`src/sv/mf3_pkg.sv`:
```
// Shared types and constants for the 3x3 median filter core.
// No dependencies; imported by mf3_median9 and median_filter_3x3_core.
package mf3_pkg;

    localparam int unsigned MAX_WIDTH  = 1024;
    localparam int unsigned MAX_HEIGHT = 4096;
    localparam int unsigned ADDR_W     = $clog2(MAX_WIDTH);
    localparam int unsigned WIDTH_W    = 11;
    localparam int unsigned HEIGHT_W   = 13;
    localparam int unsigned ROW_W      = 13;
    localparam int unsigned PIX_W      = 8;
    localparam int unsigned CFG_DATA_W = 13;

    typedef logic [PIX_W-1:0] t_pixel;
    typedef t_pixel [8:0]     t_win9;

    typedef enum logic {
        CFG_IMAGE_WIDTH  = 1'b0,
        CFG_IMAGE_HEIGHT = 1'b1
    } t_cfg_index;

endpackage

```
`src/sv/mf3_median9.sv`:
```
// Median-of-nine selection network (19 compare-exchange operations).
// Depends on mf3_pkg for the pixel and window types.
module mf3_median9 (
    input  mf3_pkg::t_win9  i_win,
    output mf3_pkg::t_pixel o_median
);
    import mf3_pkg::*;

    localparam int unsigned N_OPS = 19;
    localparam int unsigned OP_A [N_OPS] = '{1, 4, 7, 0, 3, 6, 1, 4, 7, 0,
                                             5, 4, 3, 1, 2, 4, 4, 6, 4};
    localparam int unsigned OP_B [N_OPS] = '{2, 5, 8, 1, 4, 7, 2, 5, 8, 3,
                                             8, 7, 6, 4, 5, 7, 2, 4, 2};

    always_comb begin
        t_pixel v [9];
        t_pixel t;
        t = '0;
        for (int i = 0; i < 9; i++) begin
            v[i] = i_win[i];
        end
        // each step leaves the smaller value at OP_A and the larger at OP_B
        for (int k = 0; k < N_OPS; k++) begin
            if (v[OP_A[k]] > v[OP_B[k]]) begin
                t          = v[OP_A[k]];
                v[OP_A[k]] = v[OP_B[k]];
                v[OP_B[k]] = t;
            end
        end
        o_median = v[4];
    end

endmodule

```
`config.mk`:
```
export PLATFORM = sky130hd
export DESIGN_NAME = mf3_median9
export DESIGN_NICKNAME = d
export VERILOG_FILES = /design/src/sv/mf3_pkg.sv /design/src/sv/mf3_median9.sv
export SDC_FILE = /design/constraint.sdc
export NUM_CORES = 1
export LEC_CHECK = 0
export ABC_AREA = 1
export BUFFER_PORTS_ARGS = -buffer_cell sky130_fd_sc_hd__buf_2
export CORE_MARGIN = 1
export CORE_UTILIZATION = 38
export DETAILED_ROUTE_END_ITERATION = 7
export GPL_TIMING_DRIVEN = 0
export PLACE_DENSITY = 0.53
export SYNTH_ARGS = -nofsm -noshare
export SYNTH_HDL_FRONTEND = slang
export SYNTH_SLANG_ARGS = --single-unit
export TNS_END_PERCENT = 20
```
`constraint.sdc`:
```
create_clock -name vclk -period 31.2
set_clock_uncertainty 0.1 [all_clocks]
set_input_delay 1.56 -clock vclk [all_inputs]
set_output_delay 1.56 -clock vclk [all_outputs]
set_load 0.02 [all_outputs]
```
==> results of run 1 <==
## Yosys cell counts (6+ instances only)
cell type,n
nand3_1,37
inv_2,7
a21oi_1,62
nand2_1,342
ha_1,147
a211oi_1,12
inv_1,125
and2_1,10
nor2_1,49
o21ai_1,22
o21ai_0,189
nand2_2,27
o21ai_2,6
nand4_1,7
clkbuf_1,22
## area by class of cell
class	count	share of cell area, %
plain buffers	34	2.22
inverters	132	7.21
multi-input cells	944	80.8
well taps	216	3.93
repair buffers	80	5.82
## metal layers
layer  share of wire [%]  vias to the layer above  track usage (%)  wire length (µm)
met2                  43                      104             36.3              7630
met3                 3.0                       12             1.15               531
li1                    -                     3884                -                 -
met1                  52                     2944             30.5              9110
met4                 2.2                        0             4.10               386
met5                   0                        -                0                 0
## worst max-delay path: cells and delay by family
family | cells | cell delay (ns)
AO/OA/AOI/OAI | 21 | 5.00
buffers and inverters | 21 | 3.60
AND/OR/NAND/NOR | 32 | 3.59
adder cells (fa/ha/maj) | 9 | 2.80
## per-stage QoR
stage / setup slack (ns) / area (µm²)
2_1_floorplan: 15.87 / 6200
3_3_place_gp: 13.27 / 6870
3_5_place_dp: 13.19 / 6870
4_1_cts: 13.17 / 6870
5_1_grt: 11.23 / 6870
6_report: 12.99 / 6870
## final timing paths
path                      start           to  slack [ns]  cells after the start
worst min-delay path  i_win[54]  o_median[6]        3.98                      8
worst max-delay path  i_win[39]  o_median[6]       12.99                     83
## logic make-up after synthesis
group | count (synthesis) | synth area share (%)
and+or+nand+nor | 490 | 33.3
AOI/OAI and AO/OA | 307 | 26.6
buffers and inverters | 166 | 10.4
adders and majority gates | 147 | 29.6
==> reports/results.ini, run 1 <==
[outcome]
status = finished clean

[timing]
period_share_pct = 58.4
rsz0062_at_grt = no
slew_viol_final = 0
worst_pin_slew_ns = 0.949
hold_violations = 0
fmax_mhz = 54.9
holdWs_ns = 3.98
setup_viol = 0
relSlewSlack_pct = 36.2
layout_min_cycle_time_ns = 18.21
fin_tns_setup_ns = 0

[floorplanning]
boundaryPins = 80
die_y_um = 130
dieArea_um2 = 16800
num_rows = 46
core_area_um2 = 15900
die_w_um = 130
initial_core_util_pct = 39.1

[cells_and_area]
clock_buffers = 0
seq_area_um2 = 0
antenna_cells = 0
mostFrequentLayoutCell = nand2_1
stdcell_count = 1406
syn_to_final_growth_pct = 10.8
final_util_pct = 43.3
nets = 1411
multiInputGateArea_um2 = 5560
drive_gt1_share_pct = 12.0
n_fill_cell = 1834
layout_common_cells = 342 x nand2_1, 189 x o21ai_0, 147 x ha_1, 125 x inv_1, 85 x buf_2
flops_and_latches = 0

[cts]
post_cts.repair.setup_buffers = 0
ctsHoldBuffers = 0
cts_resized = 0

[placed_design]
dp_hpwl_um = 16000
routabilityCongestion = 0.849
dp_cells = 1406
io_buffers = 80

[synth]
synth_cell_types = 34
netlist_instances = 1110
synth_top_cell_area_share_pct = 29.6
synth_area_um2 = 6200
yosysWarningCount = 0
synth_area_leaders = ha_1 30%, nand2_1 21%, o21ai_0 15%, inv_1 7.6%, a21oi_1 5.0%
synth_nets = 1329
ys_seq_area_share_pct = 0
avgSynthCellArea_um2 = 5.59
yosysTopAreaCell = ha_1

[worst_setup_path]
slowest_stage = a32oi_1
startpoint_type = input port
cp_max_fo = 10
end_kind = primary output
cp.arrival_ns = 16.55
cp.required_ns = 29.54
slowest_delay_ns = 0.58
cp_common_cell = nand2_1
critical_path_class = input port to primary output

[detailed_routing]
first_pass_iters = 5
drtIter0Drc = 508
drc_errors = 0
wl_um = 17700
detail_route.vias_per_cell = 4.94
drtAntennaViolNets = 0
routedWlPerCell_um = 12.6
vias = 6944

[grt]
grt_max_degree = 11
grt_overflow = 0
antenna_found_initial = 0
grt_pass1_wl_um = 29500
grt_pass1_vias = 6207
grt.total_usage_pct = 21.6

[flow_run]
cap_violations = 0

[worst_hold_path]
hp-class = input port to primary output

Power of run 1 is left out: the tool's default activity adds up to more than one toggle a clock period on the data nets, which glitch-free logic cannot reach.
==> run 2, diff against run 1 <==
--- a/config.mk
+++ b/config.mk
@@ -5,13 +5,13 @@
 export SDC_FILE = /design/constraint.sdc
 export NUM_CORES = 1
 export LEC_CHECK = 0
-export ABC_AREA = 1
+export ABC_AREA = 0
 export BUFFER_PORTS_ARGS = -buffer_cell sky130_fd_sc_hd__buf_2
 export CORE_MARGIN = 1
 export CORE_UTILIZATION = 38
 export DETAILED_ROUTE_END_ITERATION = 7
 export GPL_TIMING_DRIVEN = 0
-export PLACE_DENSITY = 0.53
+export PLACE_DENSITY = 0.55
 export SYNTH_ARGS = -nofsm -noshare
 export SYNTH_HDL_FRONTEND = slang
 export SYNTH_SLANG_ARGS = --single-unit
==> constraint.sdc (replaced) <==
create_clock -name vclk -period 14.9
set_clock_uncertainty 0.1 [all_clocks]
set_input_delay 0.745 -clock vclk [all_inputs]
set_output_delay 0.745 -clock vclk [all_outputs]
set_load 0.02 [all_outputs]
==> run 2 against run 1 <==
Compared with the run above:
- the flow now finishes with violations (setup timing)
- worst setup slack lost 14 ns
- utilization grew 13 points
- first-iteration DRC count shrank 35%
- synthesized cell count shrank 7.6%
- via count grew 15%
- critical path depth grew 5
- sequential share of layout area is the same
- die area grew 11%
- cell count grew 1.4%
- critical path type unchanged
- highest routed layer unchanged
==> reports/results.ini, run 2 <==
[cells_and_area]
final_util_pct = 55.9  ; +13 points
layout_common_cells = 109 x ha_1, 93 x buf_4, 89 x nand2_1, 87 x a21oi_1, 81 x nor2_1
syn_to_final_growth_pct = 41.7
nets = 1422  ; +0.78%
stdcell_count = 1426  ; +1.4%
seq_area_um2 = 0  ; unchanged
mostFrequentLayoutCell = ha_1
antenna_cells = 0  ; unchanged
clock_buffers = 0  ; unchanged
drive_gt1_share_pct = 36.6  ; +25 points
flops_and_latches = 0  ; unchanged

[placed_design]
dp_hpwl_um = 18700  ; +17%
io_buffers = 80  ; unchanged
dp_cells = 1331  ; -5.3%
routabilityCongestion = 0.951  ; +12%

[synth]
synth_top_cell_area_share_pct = 26.6  ; -3.0 points
synth_most_common_cell = ha_1
ys_seq_area_share_pct = 0  ; unchanged
yosysTopAreaCell = ha_1
yosysWarningCount = 0  ; unchanged
netlist_instances = 1026  ; -7.6%
synth_area_um2 = 6910  ; +11%
avgSynthCellArea_um2 = 6.74  ; +21%
synth_common_cells = 147 x ha_1, 117 x a21oi_1, 95 x nand2_1, 95 x o21ai_0, 93 x nor2_1
synth_cell_types = 67  ; +97%
synth_nets = 1245  ; -6.3%
synth_area_leaders = ha_1 27%, a21oi_1 8.5%, mux2i_1 7.7%, o21ai_0 6.9%, nand2_1 5.2%

[floorplanning]
core_area_um2 = 17500  ; +10%
boundaryPins = 80  ; unchanged
num_rows = 48  ; +4.3%
die_w_um = 137  ; +5.5%
initial_core_util_pct = 39.4  ; +0.37 points
die_y_um = 137  ; +5.5%
dieArea_um2 = 18700  ; +11%

[grt]
use_met2_pct = 41.3  ; +5.0 points
grt_max_degree = 11  ; unchanged
antenna_found_initial = 0  ; unchanged
met3_usage_pct = 0.222  ; -0.93 points
grt.total_usage_pct = 24.1  ; +2.5 points
grt_pass1_vias = 7390  ; +19%
grt-busiest-layer = met2
use_met1_pct = 33.7  ; +3.2 points
grt_pass1_wl_um = 36200  ; +23%
grt_overflow = 0  ; unchanged

[worst_setup_path]
cp_max_fo = 8  ; -2
cp_common_cell = o21ai_1
startpoint_type = input port
slowest_delay_ns = 0.59  ; about the same
critical_path_class = input port to primary output
cp.arrival_ns = 15.03  ; -1.52 ns
end_kind = primary output
cp.required_ns = 14.06  ; -15.48 ns
slowest_stage = or4_4

[timing]
worst_pin_slew_ns = 0.879  ; -0.0698 ns
hold_violations = 0  ; unchanged
setup_ws_ns = -0.978  ; -13.97 ns
relSlewSlack_pct = 40.8  ; +4.6 points
rsz0062_at_grt = yes
setup_viol = 8  ; +8
fmax_mhz = 63.0
slew_viol_final = 0  ; unchanged
period_share_pct = 107
layout_min_cycle_time_ns = 15.88

[detailed_routing]
drtIter0Drc = 331  ; -35%
detail_route.vias_per_cell = 5.59  ; +13%
first_pass_iters = 5  ; unchanged
vias = 7969  ; +15%
drtAntennaViolNets = 0  ; unchanged
wl_um = 23400  ; +33%
routedWlPerCell_um = 16.4  ; +31%
drc_errors = 0  ; unchanged

[worst_hold_path]
hp-class = input port to primary output

[flow_run]
cap_violations = 0  ; unchanged

[outcome]
status = complete, but fails checks
violations = setup timing

-- run 2: area by class of cell --
| type | instances | area, µm² |
|---|---|---|
| Inverter | 88 | 339 |
| Buffer | 35 | 308 |
| Timing Repair Buffer | 175 | 1170 |
| Tap cell | 225 | 282 |
| Fill cell | 1678 | 7740 |
| Multi-Input combinational cell | 903 | 7700 |
-- run 2: routing by layer --
| metal | share of wire [%] | vias to the layer above |
|---|---|---|
| li1 | - | 4117 |
| met2 | 46 | 188 |
| met3 | 3.5 | 30 |
| met1 | 48 | 3634 |
| met4 | 2.5 | 0 |
| met5 | 0 | - |
-- run 2: cells by family after synthesis --
family                     after synthesis  share of synthesized area [%]
muxes                                   81                           12.3
adders and majority gates              147                           26.6
and+or+nand+nor                        329                           22.8
buffers and inverters                  124                           7.08
AOI/OAI and AO/OA                      343                           31.0
xor gates and xnor gates                 2                          0.253
-- run 2: repair_timing --
item	in CTS	in global routing
resized for setup	102	133
setup endpoints to repair	8	8
setup buffers	62	31
pin swaps	55	70
hold buffers	0	0
cloned	2	1
-- run 2: critical path, delay by kind of cell --
| family | cells | cell delay [ns] |
|---|---|---|
| buffers and inverters | 12 | 1.61 |
| adder cells (fa/ha/maj) | 9 | 2.24 |
| multiplexers | 3 | 0.98 |
| AND/OR/NAND/NOR | 28 | 4.13 |
| AO/OA/AOI/OAI | 36 | 5.31 |
-- run 2: path summary, 6_finish.rpt --
path / from / to / slack (ns) / cells past startpoint
setup / recovery: i_win[33] / o_median[7] / -0.98 / 88
hold / removal: i_win[50] / o_median[2] / 2.21 / 6
-- run 2: per-stage QoR --
stage / TNS, ns / setup WS (ns) / area [µm²] / hold slack [ns]
after floorplan: 0 / 0.00441 / 7300 / 1.93
after global placement: -17.25 / -2.34 / 7980 / 2.22
after detailed placement: -17.28 / -2.33 / 7980 / 2.23
after CTS: -8.45 / -1.12 / 8890 / 2.22
after global routing: -12.92 / -1.68 / 9790 / 2.27
final: -7.20 / -0.978 / 9790 / 2.21
Power of run 2 is left out for the same reason.
==> run 3, diff against run 2 <==
--- a/config.mk
+++ b/config.mk
@@ -12,6 +12,7 @@
 export DETAILED_ROUTE_END_ITERATION = 7
 export GPL_TIMING_DRIVEN = 0
 export PLACE_DENSITY = 0.55
+export SETUP_SLACK_MARGIN = 0.2
 export SYNTH_ARGS = -nofsm -noshare
 export SYNTH_HDL_FRONTEND = slang
 export SYNTH_SLANG_ARGS = --single-unit
==> run 3 against run 2 <==
Compared with the run above:
- the run still ends with setup timing left
- non-clock buffer count rose by 26
- wire length rose by 3.3%
- highest routed layer unchanged
- hold slack improved by 0.041 ns
- critical path depth rose by 9
- sequential share of layout area did not move
- final area rose by 4.3%
- cell count rose by 1.8%
==> reports/results.ini, run 3 (synthesis gave the netlist of run 2 again) <==
[cells_and_area]
syn_to_final_growth_pct = 47.8
layout_common_cells = 115 x buf_4, 108 x ha_1, 90 x a21oi_1, 86 x nand2_1, 78 x nor2_1
antenna_cells = 0  ; unchanged
final_util_pct = 58.3  ; +2.4 points
seq_area_um2 = 0  ; unchanged
drive_gt1_share_pct = 38.4  ; +1.8 points
stdcell_count = 1452  ; +1.8%
flops_and_latches = 0  ; unchanged
n_fill_cell = 1634  ; -2.6%
nets = 1448  ; +1.8%
mostFrequentLayoutCell = buf_4
clock_buffers = 0  ; unchanged

[worst_hold_path]
min_from = i_win[50]
min_to = o_median[2]
hp-class = input port to primary output
hold_depth = 6  ; unchanged

[detailed_routing]
drtAntennaViolNets = 0  ; unchanged
drtIter0Drc = 370  ; +12%
routedWlPerCell_um = 16.7  ; +1.5%
drc_errors = 0  ; unchanged
wl_um = 24200  ; +3.3%
vias = 8177  ; +2.6%
detail_route.vias_per_cell = 5.63  ; +0.77%
first_pass_iters = 5  ; unchanged

[worst_setup_path]
cp.arrival_ns = 15.20  ; +0.17 ns
critical_path_class = input port to primary output
cp_common_cell = buf_4
cp.required_ns = 14.06  ; about the same
cp_max_fo = 8  ; unchanged
startpoint_type = input port
slowest_stage = or4_4
slowest_delay_ns = 0.59  ; about the same
end_kind = primary output

[floorplanning]
die_w_um = 137  ; unchanged
core_area_um2 = 17500  ; unchanged
boundaryPins = 80  ; unchanged
initial_core_util_pct = 39.4  ; unchanged
die_y_um = 137  ; unchanged
dieArea_um2 = 18700  ; unchanged
num_rows = 48  ; unchanged

[outcome]
violations = setup timing
status = complete, but fails checks

[timing]
rsz0062_at_grt = yes
fmax_mhz = 62.3  ; -1.1%
period_share_pct = 108  ; +1.1 points
slew_viol_final = 0  ; unchanged
holdWs_ns = 2.25  ; +0.0410 ns
setup_ws_ns = -1.15  ; -0.170 ns
layout_min_cycle_time_ns = 16.05  ; +0.170 ns
hold_violations = 0  ; unchanged
worst_pin_slew_ns = 0.802  ; -0.0764 ns
setup_viol = 8  ; unchanged
relSlewSlack_pct = 45.0  ; +4.2 points

[grt]
grt_overflow = 0  ; unchanged
grt_pass1_vias = 7792  ; +5.4%
grt_pass1_wl_um = 38300  ; +5.8%
grt_max_degree = 11  ; unchanged
antenna_found_initial = 0  ; unchanged
grt.total_usage_pct = 25.6  ; +1.5 points

[cts]
ctsHoldBuffers = 0  ; unchanged

[flow_run]
cap_violations = 0  ; unchanged

[placed_design]
dp_cells = 1331  ; unchanged
routabilityCongestion = 0.926  ; -2.6%
io_buffers = 80  ; unchanged
dp_hpwl_um = 18700  ; about the same

run 3: changes by cell type in the layout (fill, tap and decap cells not counted), moves of 4 or more:
cell and change:
mux2_4 +4, a21oi_2 -5, mux2_2 -4, buf_4 +22
o21ai_4 +4, buf_2 -12, ha_4 +4, buf_6 +14
inv_1 -4
run 3: layer usage:
metal	vias up	GRT usage (%)	wire [µm]
met5	-	0	0
met4	0	5.68	561
met3	28	0.556	801
met1	3820	34.8	11600
li1	4153	-	-
met2	176	44.8	11200
run 3: area by class of cell:
| type | count | area, µm² | share of cell area (%) |
|---|---|---|---|
| plain buffers | 36 | 319 | 3.12 |
| multi-input cells | 903 | 7810 | 76.5 |
| repair buffers | 200 | 1460 | 14.3 |
| inverters | 88 | 348 | 3.40 |
| well taps | 225 | 282 | 2.76 |
run 3: how the worst max path moves through the flow:
stage,to,slack [ns],depth (start not counted),start
6_report,o_median[5],-1.15,97,i_win[65]
5_1_grt,o_median[5],-1.81,100,i_win[65]
4_1_cts,o_median[5],-0.95,95,i_win[43]
3_5_place_dp,o_median[3],-2.30,84,i_win[17]
3_3_place_gp,o_median[3],-2.36,84,i_win[17]
2_1_floorplan,o_median[7],0.04,90,i_win[44]
run 3: worst max-delay path: cells and delay by family:
kind                     cells  cell delay, ns
adder cells (fa/ha/maj)      7            1.72
XOR/XNOR                     1            0.20
AO/OA/AOI/OAI               31            4.22
AND/OR/NAND/NOR             27            4.33
buffers and inverters       31            3.93
run 3: what timing repair did:
item | in CTS | in global routing
endpoints found under the setup margin | 8 | 8
pin swaps | 99 | 49
cloned | 3 | 0
resized for setup | 206 | 52
setup buffers | 96 | 22
run 3: through the flow:
step	TNS [ns]	cell area, µm²	setup slack, ns
2_1_floorplan	0	7370	0.0449
3_3_place_gp	-17.33	8060	-2.36
3_5_place_dp	-16.97	8060	-2.30
4_1_cts	-6.87	9800	-0.949
5_1_grt	-13.95	10200	-1.81
6_report	-8.37	10200	-1.15
Power of run 3 is left out for the same reason.
